===== src/design/sfvd_pkg.sv =====
// types, constants and helper functions of the signed-flag varint decoder
package sfvd_pkg;

    localparam int unsigned ValueW = 32;
    localparam int unsigned IdxW   = 3;

    localparam logic [7:0] PAYLOAD0_MASK = 8'h3F;
    localparam logic [7:0] PAYLOAD_MASK  = 8'h7F;
    localparam int unsigned SIGN_POS     = 6;
    localparam int unsigned MORE_POS     = 7;

    localparam logic [ValueW-1:0] FILL_SHORT   = 32'hFFFF_FFC0;
    localparam logic [ValueW-1:0] FILL_STAGE12 = 32'hFFFF_E000;
    localparam logic [ValueW-1:0] FILL_STAGE3  = 32'hFFF0_0000;
    localparam logic [ValueW-1:0] FILL_STAGE4  = 32'hF800_0000;
    localparam logic [ValueW-1:0] TOP_BIT      = 32'h8000_0000;
    localparam logic [ValueW-1:0] LOW27_MASK   = 32'h07FF_FFFF;

    // byte_index codes
    localparam logic [IdxW-1:0] IDX_IDLE = 3'd0;
    localparam logic [IdxW-1:0] IDX_B1   = 3'd1;
    localparam logic [IdxW-1:0] IDX_B2   = 3'd2;
    localparam logic [IdxW-1:0] IDX_B3   = 3'd3;
    localparam logic [IdxW-1:0] IDX_B4   = 3'd4;

    typedef struct packed {
        logic [ValueW-1:0] partial_value;
        logic [IdxW-1:0]   byte_index;
        logic              negative_flag;
    } t_state;

    typedef struct packed {
        logic              emit;
        logic [ValueW-1:0] value;
        logic              truncated;
    } t_result;

    // ones above the payload for a negative value, by stage reached
    function automatic logic [ValueW-1:0] stage_fill(input logic [IdxW-1:0] idx);
        logic [ValueW-1:0] fill;
        fill = FILL_STAGE12;
        if (idx >= IDX_B4) begin
            fill = FILL_STAGE4;
        end else if (idx == IDX_B3) begin
            fill = FILL_STAGE3;
        end
        return fill;
    endfunction

    // bit offset of the payload of a continuation byte
    function automatic logic [4:0] payload_shift(input logic [IdxW-1:0] idx);
        logic [4:0] sh;
        case (idx)
            IDX_B1:  sh = 5'd6;
            IDX_B2:  sh = 5'd13;
            IDX_B3:  sh = 5'd20;
            default: sh = 5'd0;
        endcase
        return sh;
    endfunction

endpackage


===== src/design/sfvd_in_stage.sv =====
// input register of the varint decoder: holds one byte transfer
module sfvd_in_stage
    import sfvd_pkg::*;
(
    input  logic       i_clk,
    input  logic       i_rst_n,
    input  logic       i_load,
    input  logic       i_valid,
    input  logic [7:0] i_byte_in,
    input  logic       i_buffer_end,
    output logic       o_valid,
    output logic [7:0] o_byte_in,
    output logic       o_buffer_end
);

    logic       r_valid;
    logic [7:0] r_byte_in;
    logic       r_buffer_end;

    always_ff @(posedge i_clk) begin
        if (!i_rst_n) begin
            r_valid <= 1'b0;
        end else if (i_load) begin
            r_valid <= i_valid;
        end
    end

    // payload needs no reset
    always_ff @(posedge i_clk) begin
        if (i_load && i_valid) begin
            r_byte_in    <= i_byte_in;
            r_buffer_end <= i_buffer_end;
        end
    end

    assign o_valid      = r_valid;
    assign o_byte_in    = r_byte_in;
    assign o_buffer_end = r_buffer_end;

endmodule


===== src/design/sfvd_step.sv =====
// combinational decode of one byte against the current decoder state
module sfvd_step
    import sfvd_pkg::*;
(
    input  t_state     i_state,
    input  logic [7:0] i_byte_in,
    input  logic       i_buffer_end,
    output t_state     o_next_state,
    output t_result    o_result
);

    logic [ValueW-1:0] merged;
    logic [ValueW-1:0] payload;
    logic              more;

    assign more    = i_byte_in[MORE_POS];
    assign payload = {{(ValueW-8){1'b0}}, i_byte_in & PAYLOAD_MASK};
    assign merged  = i_state.partial_value | (payload << payload_shift(i_state.byte_index));

    always_comb begin
        o_next_state     = i_state;
        o_result.emit      = 1'b0;
        o_result.value     = '0;
        o_result.truncated = 1'b0;

        if (i_buffer_end) begin
            o_result.emit      = 1'b1;
            o_result.truncated = 1'b1;
            case (i_state.byte_index) inside
                [IDX_B1:IDX_B4]: begin
                    o_result.value = i_state.partial_value
                                   | (i_state.negative_flag ?
                                      stage_fill(i_state.byte_index) : '0);
                end
                default: begin
                    o_result.value = '0;
                end
            endcase
        end else begin
            case (i_state.byte_index) inside
                [IDX_B1:IDX_B3]: begin
                    o_next_state.partial_value = merged;
                    if (more) begin
                        o_next_state.byte_index = i_state.byte_index + IdxW'(1);
                    end else begin
                        o_result.emit  = 1'b1;
                        o_result.value = merged
                                       | (i_state.negative_flag ?
                                          stage_fill(i_state.byte_index + IdxW'(1)) : '0);
                    end
                end
                IDX_B4: begin
                    o_result.emit  = 1'b1;
                    o_result.value = (i_state.partial_value & LOW27_MASK)
                                   | {i_byte_in[4:0], 27'b0}
                                   | (i_state.negative_flag ? TOP_BIT : '0);
                end
                default: begin
                    // first byte of a value; stray indexes count as idle
                    o_next_state.partial_value = {{(ValueW-8){1'b0}},
                                                  i_byte_in & PAYLOAD0_MASK};
                    o_next_state.negative_flag = i_byte_in[SIGN_POS];
                    o_next_state.byte_index    = IDX_B1;
                    if (!more) begin
                        o_result.emit  = 1'b1;
                        o_result.value = i_byte_in[SIGN_POS] ?
                                         ({{(ValueW-8){1'b0}}, i_byte_in} | FILL_SHORT) :
                                         {{(ValueW-8){1'b0}}, i_byte_in & PAYLOAD0_MASK};
                    end
                end
            endcase
        end

        // a finished value leaves the decoder idle
        if (o_result.emit) begin
            o_next_state = '0;
        end
    end

endmodule


===== src/design/sign_flag_varint_decoder_core.sv =====
// Signed-flag varint decoder, 32-bit. Takes one stream byte per clock and emits one decoded
// value per finished varint; an end-of-buffer transfer flushes any partial value with the
// truncated flag (zero if nothing is in progress). Throughput is one byte per cycle while the
// input is not stalled: the merge of a byte into the running value is combinational logic
// between the input register and the result register. A byte is held in the input register,
// and its result is loaded into the result register, which offers it to the consumer. The
// input stalls only while the held byte finishes a value, the result register is still full
// and the consumer holds i_stall high. No clearing pass after reset.
module sign_flag_varint_decoder_core
    import sfvd_pkg::*;
(
    input  logic                     i_clk,
    input  logic                     i_rst_n,
    input  logic                     i_valid,
    output logic                     o_stall,
    input  logic [7:0]               i_byte_in,
    input  logic                     i_buffer_end,
    output logic                     o_valid,
    input  logic                     i_stall,
    output logic signed [ValueW-1:0] o_value,
    output logic                     o_truncated
);

    logic       in_valid;
    logic [7:0] in_byte;
    logic       in_end;
    logic       advance;

    t_state  r_state;
    t_state  n_state;
    t_result step_res;

    logic              r_out_valid;
    logic [ValueW-1:0] r_value;
    logic              r_truncated;

    // the held byte moves on unless it makes a result and the result slot stays full
    assign advance = !in_valid || !step_res.emit || !r_out_valid || !i_stall;
    assign o_stall = !advance;

    sfvd_in_stage u_in_stage (
        .i_clk        (i_clk),
        .i_rst_n      (i_rst_n),
        .i_load       (advance),
        .i_valid      (i_valid),
        .i_byte_in    (i_byte_in),
        .i_buffer_end (i_buffer_end),
        .o_valid      (in_valid),
        .o_byte_in    (in_byte),
        .o_buffer_end (in_end)
    );

    sfvd_step u_step (
        .i_state      (r_state),
        .i_byte_in    (in_byte),
        .i_buffer_end (in_end),
        .o_next_state (n_state),
        .o_result     (step_res)
    );

    always_ff @(posedge i_clk) begin
        if (!i_rst_n) begin
            r_state <= '0;
        end else if (in_valid && advance) begin
            r_state <= n_state;
        end
    end

    always_ff @(posedge i_clk) begin
        if (!i_rst_n) begin
            r_out_valid <= 1'b0;
        end else if (in_valid && advance && step_res.emit) begin
            r_out_valid <= 1'b1;
        end else if (!i_stall) begin
            r_out_valid <= 1'b0;
        end
    end

    always_ff @(posedge i_clk) begin
        if (in_valid && advance && step_res.emit) begin
            r_value     <= step_res.value;
            r_truncated <= step_res.truncated;
        end
    end

    assign o_valid     = r_out_valid;
    assign o_value     = $signed(r_value);
    assign o_truncated = r_truncated;

endmodule


===== config.mk =====
export PLATFORM = sky130hd
export DESIGN_NAME = sign_flag_varint_decoder_core
export DESIGN_NICKNAME = d
export VERILOG_FILES = /design/src/design/sfvd_pkg.sv /design/src/design/sfvd_in_stage.sv /design/src/design/sfvd_step.sv /design/src/design/sign_flag_varint_decoder_core.sv
export SDC_FILE = /design/constraint.sdc
export NUM_CORES = 1
export LEC_CHECK = 0
export ABC_AREA = 1
export BUFFER_PORTS_ARGS = -buffer_cell sky130_fd_sc_hd__buf_4
export CAP_MARGIN = 20
export CORE_UTILIZATION = 35
export CTS_CLUSTER_SIZE = 30
export DETAILED_ROUTE_END_ITERATION = 6
export GPL_TIMING_DRIVEN = 0
export PLACE_DENSITY = 0.57
export REMOVE_ABC_BUFFERS = 1
export SLEW_MARGIN = 15
export SYNTH_ARGS = -nofsm -noshare
export SYNTH_HDL_FRONTEND = slang
export SYNTH_SLANG_ARGS = --single-unit

===== constraint.sdc =====
create_clock -name i_clk -period 9.13 [get_ports i_clk]
set_input_delay 0.4565 -clock i_clk [delete_from_list [all_inputs] [get_ports i_clk]]
set_output_delay 0.4565 -clock i_clk [all_outputs]
set_load 0.01 [all_outputs]

Word level (Yosys, flattened, before mapping) --
Index checks and enable logic that the tools add are counted.
Operators by class: bitwise operators 5, div/mod/pow operators 0, eq/ne operators 11, reductions and logical operators 16, order comparisons 5, $add $sub $neg 1, shift operators 1, multiplexer cells 30, multiply operators 0
Operators by type and width (number):
- 32-bit 2-to-1 mux | 11
- 33-bit 2-to-1 mux | 5
- 32-bit OR | 4
- 36-bit 2-to-1 mux | 2
- 35-bit 2-to-1 mux | 2
- 20-bit 2-to-1 mux | 2
- 27-bit by 32-bit OR with 32-bit output | 1
- 7-bit by 5-bit left shift with 32-bit output | 1
- 27-bit 2-to-1 mux | 1
- 5-bit case mux with 3 select lines | 1
- 3-bit by 2-bit equality test with 1-bit output (second input constant) | 3
- 4-bit AND reduction | 2
- 3-bit >= comparator (second input constant) | 2
- 2-bit inequality test (second input constant) | 3
- 1-bit logical AND | 5
- 1-bit logical NOT | 5
- 1-bit 2-to-1 mux | 5
- 3-bit by 1-bit adder with 3-bit output (second input constant) | 1
- 3-bit by 1-bit equality test with 1-bit output (second input constant) | 1
- 3-bit equality test (second input constant) | 1
- 3-bit by 1-bit >= comparator with 1-bit output (second input constant) | 1
- 3-bit by 2-bit less-or-equal comparator with 1-bit output (second input constant) | 1
- 3-bit less-or-equal comparator (second input constant) | 1
- 1-bit logical OR | 3
- 5 further kinds | 5
Word-level totals: word-level logic and storage cells 78, ROM bits 0, latch bits 0, register bits after elaboration 80, bits in writable memories 0, output and inout bits 35, input bits 13, memories 0

Depth between registers and ports, before layout --
Gate-level depths: netlist (run 1).
word-level depth 19, mapped depth 14

Cells and area by module --
A second synthesis (run 1) with hierarchy kept.
Unflattened totals: cells, all modules 744, area, all modules 5046.1 um^2
By module, submodules not included:
- sign_flag_varint_decoder_core | cells each 271, seq. area each 1731.7 um^2, instances 1, area an instance 2570.0 um^2
- sfvd_step | cells each 457, seq. area each 0.0 um^2, instances 1, area an instance 2158.3 um^2
- sfvd_in_stage | cells each 16, seq. area each 290.3 um^2, instances 1, area an instance 317.8 um^2

Worst setup path before layout (run 1) --
Ideal clock, no wire load.
path type register to register, start reg r_state[3] (netlist bit), end reg r_truncated (netlist: o_truncated) (enable), clock period less this slack 3.325 ns, stages on the path, launching flop included 11, arrival 2.902 ns, path slack 5.805 ns, setup time 0.423 ns, buffers on the path 1, cells stage by stage dfxtp_1 inv_2 ha_1 buf_2 inv_1 nand3_1 nand2_4 nand2_4 nand3_4 nand2_1 nor2_1
Between the ends: word-level cells in the longest chain between the ends 10, elaborated cells between the ends (all ways) 13, classes of those cells order compare: 2; eq/ne: 1; mux: 3; reduce/logical: 7
RTL lines:
- start: declaration | RTL line sign_flag_varint_decoder_core.sv:29 | t_state r_state;
- start signal: assignment | RTL line sign_flag_varint_decoder_core.sv:65 | r_state <= n_state;
- 3-bit by 1-bit >= comparator with 1-bit output (no line), or another cell as far along
- 1-bit logical AND (no line) or 33-bit 2-to-1 mux (tied branches)
- 33-bit 2-to-1 mux * | RTL line sfvd_step.sv:40 | case (i_state.byte_index) inside
- 33-bit 2-to-1 mux * | RTL line sfvd_step.sv:26 | if (i_buffer_end) begin
- 1-bit logical NOT | RTL line sign_flag_varint_decoder_core.sv:38 | assign advance = !in_valid || !step_res.emit || !r_out_valid || !i_stall;
- 1-bit logical OR (3 in a row) | RTL line sign_flag_varint_decoder_core.sv:38
- 1-bit logical AND | RTL line sign_flag_varint_decoder_core.sv:80 | if (in_valid && advance && step_res.emit) begin
- 1-bit logical AND * | RTL line sign_flag_varint_decoder_core.sv:80
- end signal: assignment | RTL line sign_flag_varint_decoder_core.sv:82 | r_truncated <= step_res.truncated;
- end: declaration | RTL line sign_flag_varint_decoder_core.sv:35 | logic r_truncated;
Mark *: on every way between the ends. The rest lies on a longest branch, timed or not. A chain may end at the register's enable or synchronous reset.

Final worst setup path (run 1) --
start reg u_in_stage.r_buffer_end (netlist: u_in_stage.o_buffer_end), end out o_stall
Between the ends: word-level cells in the longest chain between the ends 6
RTL lines:
- start: declaration | RTL line sfvd_in_stage.sv:18 | logic r_buffer_end;
- start signal: assignment | RTL line sfvd_in_stage.sv:32 | r_buffer_end <= i_buffer_end;
- 33-bit 2-to-1 mux | RTL line sfvd_step.sv:26
- 1-bit logical NOT | RTL line sign_flag_varint_decoder_core.sv:38
- 1-bit logical OR (3 in a row) | RTL line sign_flag_varint_decoder_core.sv:38
- 1-bit logical NOT | RTL line sign_flag_varint_decoder_core.sv:39 | assign o_stall = !advance;
- end: declaration | RTL line sign_flag_varint_decoder_core.sv:15 | output logic o_stall,
Every way passes these cells.

==> out/metrics.yaml, run 1 <==
critical_path:
  endpoint_kind: "output port"
  path_cells: "clkinv_1 > nand3_4 > nand3_4 > inv_1 > buf_4"
  crit_fanout: 26
  crit_slowest_cell: "clkinv_1"
  worstPathRequired_ns: 8.67
  worst_r2r_endpoint: "o_value[12]$_DFFE_PP_"
  crit_top_cell: "nand3_4"
  worst-path-buf-inv: 3
  reg2regPathDepth: 5
  timing.rr.start: "u_in_stage.o_buffer_end$_DFFE_PP_"
  critical_path_class: "reg -> out"
  cp_top_family: "buffers and inverters"
  r2r_slack_ns: 6.01
  crit_cells: 5
  critPathArrivalTime_ns: 2.70
  start_kind: "flip-flop"
  slowest_delay_ns: 0.92
detailed_routing:
  drt_pass1_iterations: 5
  drc: 0
  via_per_inst: 5.28
  first_iter_violations: 303
  wire_per_inst_um: 15.5
  wl_mm: 11.8
  ant_nets: 0
  vias: 4027
power_and_ir_drop:
  report.power.total_mw: 0.913
  p_leak_nw: 2.15
  power.density_nw_per_um2: 178
  ir_drop_uv: 80.4
cts:
  cts_tree: "done"
  cts_buffers: 9
  clock_path_buffers: 2
  cts_sinks: 80
  clock-root-buffer: "clkbuf_16"
  postCtsSetupBuffers: 0
  clk_latency_ns: 0.34
  cts_resized: 0
  cts_hold_buf: 0
  cts_max_level: 3
  clk_pin_slew_ns: 0.06
synth:
  synth_edf_count: 42
  synth_seq_cells: 80
  synthAdderAreaFrac_pct: 1.74
  synth_top_family_by_area: "simple AND/OR/NAND/NOR gates"
  synth.distinct_cells: 32
  ys.flop_type: "edfxtp_1"
  syn_area_um2: 4330
  synthCells: 572
  synth_compound_area_share_pct: 17.5
  yosys_warnings: 0
  synthArstFlopShare_pct: 0
  avgSynthCellArea_um2: 7.56
  seq_area_frac_synth_pct: 46.7
  yosys.area_share.simple_pct: 26.5
  synth_xor_area_share_pct: 0
  synthMuxAreaShare_pct: 0
layout:
  final_cell_mix: "nand2_1, o21ai_0, inv_1, a21oi_1, buf_4"
  finalNetCount: 630
  diodes: 0
  syn2layout_area_growth_pct: 18.3
  final_common_cell: "nand2_1"
  drive_gt1_share_pct: 13.1
  final_cells: 763
  nFillCells: 1232
floorplanning:
  io_pins: 48
  die-height_um: 113
  initial_core_util_pct: 36.0
  dieWidth_um: 113
  die_area_um2: 12800
  rows: 40
  core_area_um2: 12000
min_path:
  worstHoldStart: "i_byte_in[7]"
  hold_path_depth: 1
  worstHoldPathType: "in -> reg"
  whs_endpoint: "u_in_stage.o_byte_in[7]$_DFFE_PP_"
sta:
  rsz0062_at_grt: "no"
  hold_viol: 0
  relSlewSlack_pct: 37.4
  worstMarginPinSlew_ns: 0.933
  hold_ws_ns: 0.289
  finalClockSkew_ns: 0.00531
  tns_ns: 0
  post-route-period-util_pct: 34.6
  period_needed_ns: 3.16
  clock.fmax_mhz: 317
  drv_slew: 0
  setup-violations-final: 0
grt:
  track_usage_pct: 19.4
  antenna_found_initial: 0
  grt_max_degree: 34
  grt_pass1_vias: 3726
  grt.overflow.total: 0
  grt_pass1_wl_mm: 19.3
placed_design:
  placed_cells: 746
  gp_congestion: 0.879
  numPortBuffers: 47
  hpwlAfterDp_mm: 8.09
status:
  outcome: "finished clean"
run:
  cap_violations: 0
worst max path at each step:
stage | start | to | slack [ns]
CTS | r_state[3]$_SDFFE_PN0P_ | o_value[26]$_DFFE_PP_ | 5.71
detailed placement | r_state[3]$_SDFFE_PN0P_ | o_value[26]$_DFFE_PP_ | 5.74
finish | u_in_stage.o_buffer_end$_DFFE_PP_ | o_stall | 5.97
global route | u_in_stage.o_buffer_end$_DFFE_PP_ | o_value[12]$_DFFE_PP_ | 5.79
global placement | u_in_stage.o_buffer_end$_DFFE_PP_ | o_value[11]$_DFFE_PP_ | 4.42
floorplan | r_state[3]$_SDFFE_PN0P_ | o_truncated$_DFFE_PP_ | 5.82
layer usage:
layer / GRT usage, % / vias up / wire length [um]
met5: 0 / - / 0
met4: 6.93 / 0 / 227
met3: 3.91 / 20 / 695
met2: 30.7 / 136 / 5240
met1: 26.4 / 1884 / 5650
li1: - / 1987 / -
power by group:
group          total [mW]  switching, mW  internal [mW]
sequential          0.402        0.00877          0.393
clock               0.393          0.146          0.246
combinational       0.118         0.0803         0.0382
cell type report:
| type | instances | area [um^2] | area share [%] |
|---|---|---|---|
| Sequential cell | 80 | 2020 | 39.5 |
| Multi-Input combinational cell | 417 | 1990 | 38.8 |
| Timing Repair Buffer | 50 | 403 | 7.87 |
| Clock buffer | 11 | 243 | 4.74 |
| Inverter | 53 | 199 | 3.89 |
| Tap cell | 147 | 184 | 3.59 |
| Clock inverter | 5 | 80.1 | 1.56 |
cell families (layout without fill, tap and decap cells):
kind of cell	after synthesis	after routing
compound gates	140	140
fa+ha+maj	6	6
buf+inv	75	119
flops	80	80
simple gates	271	271
flip-flops by register name, indices dropped and copies added, names as in the netlist:
signal and cells:
o_truncated 1, o_valid 1, u_in_stage.o_byte_in 8, u_in_stage.o_buffer_end 1, o_value 32, u_in_stage.o_valid 1
r_state 36
cell usage after synthesis, types with 4 or more instances:
library cell  number  area, um^2
buf_6              4        45.0
nor2_1            37         139
a22oi_1            8        60.1
clkbuf_1           9        33.8
nand3_1           35         175
ha_1               6        75.1
dfxtp_1           38         761
nand2_1          181         679
o211ai_1           6        45.0
a21oi_1           50         250
edfxtp_1          42        1260
o21ai_0           62         310
nand2_4            4        45.0
inv_1             50         188
o21ai_1            6        30.0
buf_2              6        30.0
through the flow:
step	instance area, um^2	util (%)	worst slack, ns
3_3_place_gp	4730	39.4	4.42
4_1_cts	5110	42.5	5.71
6_report	5120	42.6	5.97
2_1_floorplan	4200	-	5.82
3_5_place_dp	4790	39.9	5.74
5_1_grt	5120	42.6	5.79
No activity file was read; power rests on OpenSTA's default activity.
==> run 2: changes to the inputs <==
--- a/config.mk
+++ b/config.mk
@@ -12,7 +12,7 @@
 export CTS_CLUSTER_SIZE = 30
 export DETAILED_ROUTE_END_ITERATION = 6
 export GPL_TIMING_DRIVEN = 0
-export PLACE_DENSITY = 0.57
+export PLACE_DENSITY = 0.59
 export REMOVE_ABC_BUFFERS = 1
 export SLEW_MARGIN = 15
 export SYNTH_ARGS = -nofsm -noshare
==> constraint.sdc (replaced) <==
create_clock -name i_clk -period 2.87 [get_ports i_clk]
set_input_delay 0.1435 -clock i_clk [delete_from_list [all_inputs] [get_ports i_clk]]
set_output_delay 0.1435 -clock i_clk [all_outputs]
set_load 0.01 [all_outputs]
==> out/metrics.yaml, run 2 (same netlist as run 1, synthesis figures left out) <==
status:
  outcome: "finished clean"
detailed_routing:
  via_per_inst: 5.32
  vias: 4112
  wl_mm: 12.2
  first_iter_violations: 234
  wire_per_inst_um: 15.8
  drt_pass1_iterations: 5
  ant_nets: 0
  drc: 0
layout:
  final_cell_mix: "nand2_1, o21ai_0, a21oi_1"
  syn2layout_area_growth_pct: 20.5
  multi_input_area_um2: 2020
  fin_util_pct: 43.4
  top_register: "r_state"
  diodes: 0
  largest_reg_flops: 36
  nFillCells: 1225
  finalNetCount: 640
  drive_gt1_share_pct: 13.6
  seq_area_um2: 2020
  final_common_cell: "nand2_1"
power_and_ir_drop:
  pwr-share-seq_pct: 45.1
  comb_power_share_pct: 13.9
  internal-power_mw: 2.10
  switchingPower_mw: 0.738
  ir_drop_uv: 246
  power.density_nw_per_um2: 544
  p_leak_nw: 2.16
  pwr-share-clk_pct: 41.0
  p_sw_share_pct: 26.0
grt:
  antenna_found_initial: 0
  grt.overflow.total: 0
  grt_pass1_wl_mm: 19.3
  grt_pass1_vias: 3720
  track_usage_pct: 19.3
  grt_max_degree: 34
floorplanning:
  io_pins: 48
  initial_core_util_pct: 36.0
  die_area_um2: 12800
  die-height_um: 113
  core_area_um2: 12000
  rows: 40
  dieWidth_um: 113
sta:
  setup-violations-final: 0
  drv_slew: 0
  post-route-period-util_pct: 94.4
  setup_slack_ns: 0.161
  clock.fmax_mhz: 369
  hold_viol: 0
  relSlewSlack_pct: 36.7
  worstMarginPinSlew_ns: 0.948
  period_needed_ns: 2.71
  rsz0062_at_grt: "no"
  finalClockSkew_ns: 0.00778
critical_path:
  reg2regPathDepth: 9
  worstPathRequired_ns: 3.02
  critPathArrivalTime_ns: 2.86
  crit_cells: 9
  endpoint_kind: "flip-flop"
  critical_path_class: "reg -> reg"
  cp_top_family: "simple AND/OR/NAND/NOR gates"
  crit_top_cell: "inv_2"
  slowest_delay_ns: 0.49
  crit_fanout: 14
  worst-path-buf-inv: 3
  start_kind: "flip-flop"
  path_cells: "inv_2 > ha_2 > inv_1 > nand3_1 > nand2_4 > inv_2 > nor2_4 > nor2_1 > a22oi_1"
  crit_slowest_cell: "dfxtp_1"
cts:
  cts_tree: "done"
  clock-root-buffer: "clkbuf_16"
  cts_buffers: 9
  clk_pin_slew_ns: 0.06
  clk_latency_ns: 0.34
  cts_max_level: 3
  cts_sinks: 80
  clock_path_buffers: 2
min_path:
  worstHoldPathType: "in -> reg"
  hold_path_depth: 3
placed_design:
  dp_slack_ns: -0.476
  numPortBuffers: 47
  hpwlAfterDp_mm: 8.07
  gp_congestion: 0.871
run:
  cap_violations: 0
run 2: changes by cell type in the layout (fill, tap and decap cells not counted):
cell / before / now
ha_1: 6 / 5
nor2_4: 1 / 4
clkbuf_1: 1 / 2
dlygate4sd3_1: 0 / 9
buf_8: 1 / 0
ha_2: 0 / 1
bufinv_16: 2 / 1
nor2_1: 35 / 33
clkbuf_8: 1 / 2
inv_1: 50 / 49
clkinvlp_4: 2 / 3
run 2: path summary, 6_finish.rpt:
check	startpoint	endpoint	slack, ns
setup / recovery	r_state[3]$_SDFFE_PN0P_	o_value[12]$_DFFE_PP_	0.16
setup reg to reg	r_state[3]$_SDFFE_PN0P_	o_value[12]$_DFFE_PP_	0.16
hold reg to reg	r_state[8]$_SDFFE_PN0P_	r_state[8]$_SDFFE_PN0P_	0.46
hold / removal	i_valid	u_in_stage.o_valid$_SDFFE_PN0N_	0.07
run 2: metrics by stage:
stage / std cells / TNS, ns / cell area [um^2] / hold WS, ns / total power, mW
2_1_floorplan: 550 / -14.49 / 4200 / 0.242 / 1.52
3_3_place_gp: 744 / -73.35 / 4730 / 0.322 / 1.66
3_5_place_dp: 745 / -13.10 / 4770 / 0.323 / 1.67
4_1_cts: 770 / 0 / 5180 / 0.0676 / 2.85
5_1_grt: 773 / 0 / 5210 / 0.0949 / 2.94
6_report: 773 / 0 / 5210 / 0.0749 / 2.84
run 2: power groups by stage:
stage,logic [mW],clock network [mW],registers [mW]
floorplan,0.216,0,1.31
global placement,0.357,0,1.30
detailed placement,0.369,0,1.30
CTS,0.384,1.18,1.28
global route,0.435,1.22,1.28
finish,0.395,1.16,1.28
run 2: timing repair:
item                                   in CTS  in global routing
setup endpoints to repair                  67                 69
resized for setup                           6                  3
pin swaps                                   0                  2
gates cloned                                0                  2
buffers inserted                            0                  1
endpoints found under the hold margin       9                  0
hold buffers                                9                  0
run 2: metal layers:
| layer | vias up | wire length, um | GRT usage, % |
|---|---|---|---|
| li1 | 2007 | - | - |
| met1 | 1939 | 5690 | 26.0 |
| met2 | 144 | 5610 | 30.6 |
| met3 | 22 | 707 | 4.23 |
| met4 | 0 | 198 | 6.75 |
| met5 | - | 0 | 0 |
run 2: layout make-up:
cell class / count / share of cell area [%]
clock buffers: 13 / 4.99
clock inverters: 3 / 0.792
inverters: 53 / 3.91
multi-input cells: 418 / 38.7
flip-flops and latches: 80 / 38.8
well taps: 147 / 3.53
repair buffers: 58 / 9.17
repair inverters: 1 / 0.144
run 2: tightest hold or removal path, cell delays in order:
cell and delay (ns):
buf_4 0.08, nand2_1 0.05, a21oi_1 0.10
==> run 3: changes to the inputs <==
--- a/config.mk
+++ b/config.mk
@@ -12,7 +12,7 @@
 export CTS_CLUSTER_SIZE = 30
 export DETAILED_ROUTE_END_ITERATION = 6
 export GPL_TIMING_DRIVEN = 0
-export PLACE_DENSITY = 0.59
+export PLACE_DENSITY = 0.61
 export REMOVE_ABC_BUFFERS = 1
 export SLEW_MARGIN = 15
 export SYNTH_ARGS = -nofsm -noshare
==> constraint.sdc (replaced) <==
create_clock -name i_clk -period 2.87 [get_ports i_clk]
set_input_delay 0.4305 -clock i_clk [delete_from_list [all_inputs] [get_ports i_clk]]
set_output_delay 0.4305 -clock i_clk [all_outputs]
set_load 0.01 [all_outputs]
==> out/metrics.yaml, run 3 (same netlist as run 1, synthesis figures left out) <==
detailed_routing:
  wire_per_inst_um: 15.7
  via_per_inst: 5.33
  routed.top_layer: "met4"
  drt_pass1_iterations: 5
  wl_met3_um: 758
  first_iter_violations: 285
  ant_nets: 0
  drt-met1-wl_mm: 5.50
  wl_mm: 12.0
  wl_met2_mm: 5.46
  drc: 0
  vias: 4075
sta:
  hold_viol: 0
  finalClockSkew_ns: 0.00574
  drv_slew: 0
  post-route-period-util_pct: 94.6
  worstMarginPinSlew_ns: 0.919
  setup_slack_ns: 0.156
  clock.fmax_mhz: 368
  relSlewSlack_pct: 38.7
  setup-violations-final: 0
  period_needed_ns: 2.71
  rsz0062_at_grt: "yes"
power_and_ir_drop:
  switchingPower_mw: 0.728
  comb_power_share_pct: 13.9
  pwr-share-clk_pct: 40.2
  report.power.total_mw: 2.79
  internal-power_mw: 2.06
  p_sw_share_pct: 26.1
  pwr-share-seq_pct: 45.9
  ir_drop_uv: 258
  power.density_nw_per_um2: 543
  p_leak_nw: 2.15
critical_path:
  crit_fanout: 10
  worstPathRequired_ns: 2.44
  timing.rr.start: "r_state[1]$_SDFFE_PN0P_"
  endpoint_kind: "output port"
  crit_slowest_cell: "dfxtp_1"
  path_cells: "ha_1 > ha_2 > inv_1 > nand3_1 > nand2_4 > nand2_4 > nand3_4 > nand3_4 > inv_1 > buf_4"
  slowest_delay_ns: 0.39
  critPathArrivalTime_ns: 2.28
  cp_top_family: "simple AND/OR/NAND/NOR gates"
  start_kind: "flip-flop"
  critical_path.startpoint: "r_state[1]$_SDFFE_PN0P_"
  worst-path-buf-inv: 3
  critical_path_class: "reg -> out"
layout:
  finalNetCount: 631
  final_common_cell: "nand2_1"
  final_cell_mix: "nand2_1, o21ai_0, inv_1, a21oi_1, buf_4"
  seq_area_um2: 2020
  largest_reg_flops: 36
  multi_input_area_um2: 2010
  nFillCells: 1223
  top_register: "r_state"
  syn2layout_area_growth_pct: 18.8
  diodes: 0
  drive_gt1_share_pct: 13.9
cts:
  cts_buffers: 9
  cts_tree: "done"
  clk_pin_slew_ns: 0.06
  clock-root-buffer: "clkbuf_16"
  cts_max_level: 3
  clk_latency_ns: 0.34
  cts_sinks: 80
  clock_path_buffers: 2
grt:
  grt_max_degree: 34
  antenna_found_initial: 0
  grt_pass1_wl_mm: 19.7
  grt_pass1_vias: 3889
  grt.overflow.total: 0
  track_usage_pct: 19.7
floorplanning:
  core_area_um2: 12000
  rows: 40
  io_pins: 48
  die_area_um2: 12800
  dieWidth_um: 113
  die-height_um: 113
  initial_core_util_pct: 36.0
placed_design:
  hpwlAfterDp_mm: 8.19
  gp_congestion: 0.880
  numPortBuffers: 47
  dp_slack_ns: -0.281
run:
  cap_violations: 0
status:
  outcome: "finished clean"
min_path:
  worstHoldPathType: "in -> reg"
  worstHoldStart: "i_byte_in[6]"
==> run 3: metal layers <==
layer | vias to the layer above | global-route usage (%)
met5 | - | 0
li1 | 1984 | -
met3 | 19 | 3.86
met4 | 0 | 8.51
met1 | 1901 | 26.6
met2 | 171 | 30.8
==> run 3: worst reg2reg max path, cell delays in order, from the launching register on <==
cell     delay [ns]
dfxtp_1        0.39
ha_1           0.20
ha_2           0.32
inv_1          0.18
nand3_1        0.17
nand2_4        0.11
nand2_4        0.15
inv_1          0.33
o21ai_0        0.29
nand2_1        0.06
o21ai_0        0.19
nand2_1        0.07
==> run 3: power groups by stage <==
| stage | Sequential [mW] | Clock (mW) | Combinational (mW) |
|---|---|---|---|
| after floorplan | 1.31 | 0 | 0.216 |
| after global placement | 1.30 | 0 | 0.357 |
| after detailed placement | 1.30 | 0 | 0.377 |
| after CTS | 1.28 | 1.14 | 0.379 |
| after global routing | 1.28 | 1.20 | 0.428 |
| final | 1.28 | 1.12 | 0.388 |
==> run 3: worst paths after layout <==
check                                      end  slack, ns  depth (start not counted)
max                                    o_stall       0.16                         10
min          u_in_stage.o_byte_in[6]$_DFFE_PP_       0.26                          1
max reg2reg              o_value[24]$_DFFE_PP_       0.17                         11
min reg2reg            r_state[9]$_SDFFE_PN0P_       0.47                          2
==> run 3: repair_timing <==
| item | CTS | global route |
|---|---|---|
| hold buffers | 0 | 0 |
| endpoints found under the setup margin | 70 | 60 |
| gates cloned | 0 | 0 |
| buffers inserted | 0 | 1 |
| resized for setup | 3 | 5 |
| pin swaps | 0 | 1 |
==> run 3: layout make-up <==
type	instances	share of cell area (%)
Sequential cell	80	39.4
Multi-Input combinational cell	417	39.1
Inverter	53	3.90
Clock buffer	14	5.55
Timing Repair Buffer	51	8.30
Clock inverter	2	0.195
Tap cell	147	3.58
==> run 3: per-stage QoR <==
stage	hold WS, ns	cell area [um^2]	instances	utilization (%)	TNS, ns
after floorplan	0.441	4200	550	-	-14.49
after global placement	0.449	4730	744	39.4	-75.51
after detailed placement	0.457	4800	747	39.9	-9.83
after CTS	0.255	5100	763	42.5	0
after global routing	0.251	5140	764	42.8	-0.000506
final	0.260	5140	764	42.8	0
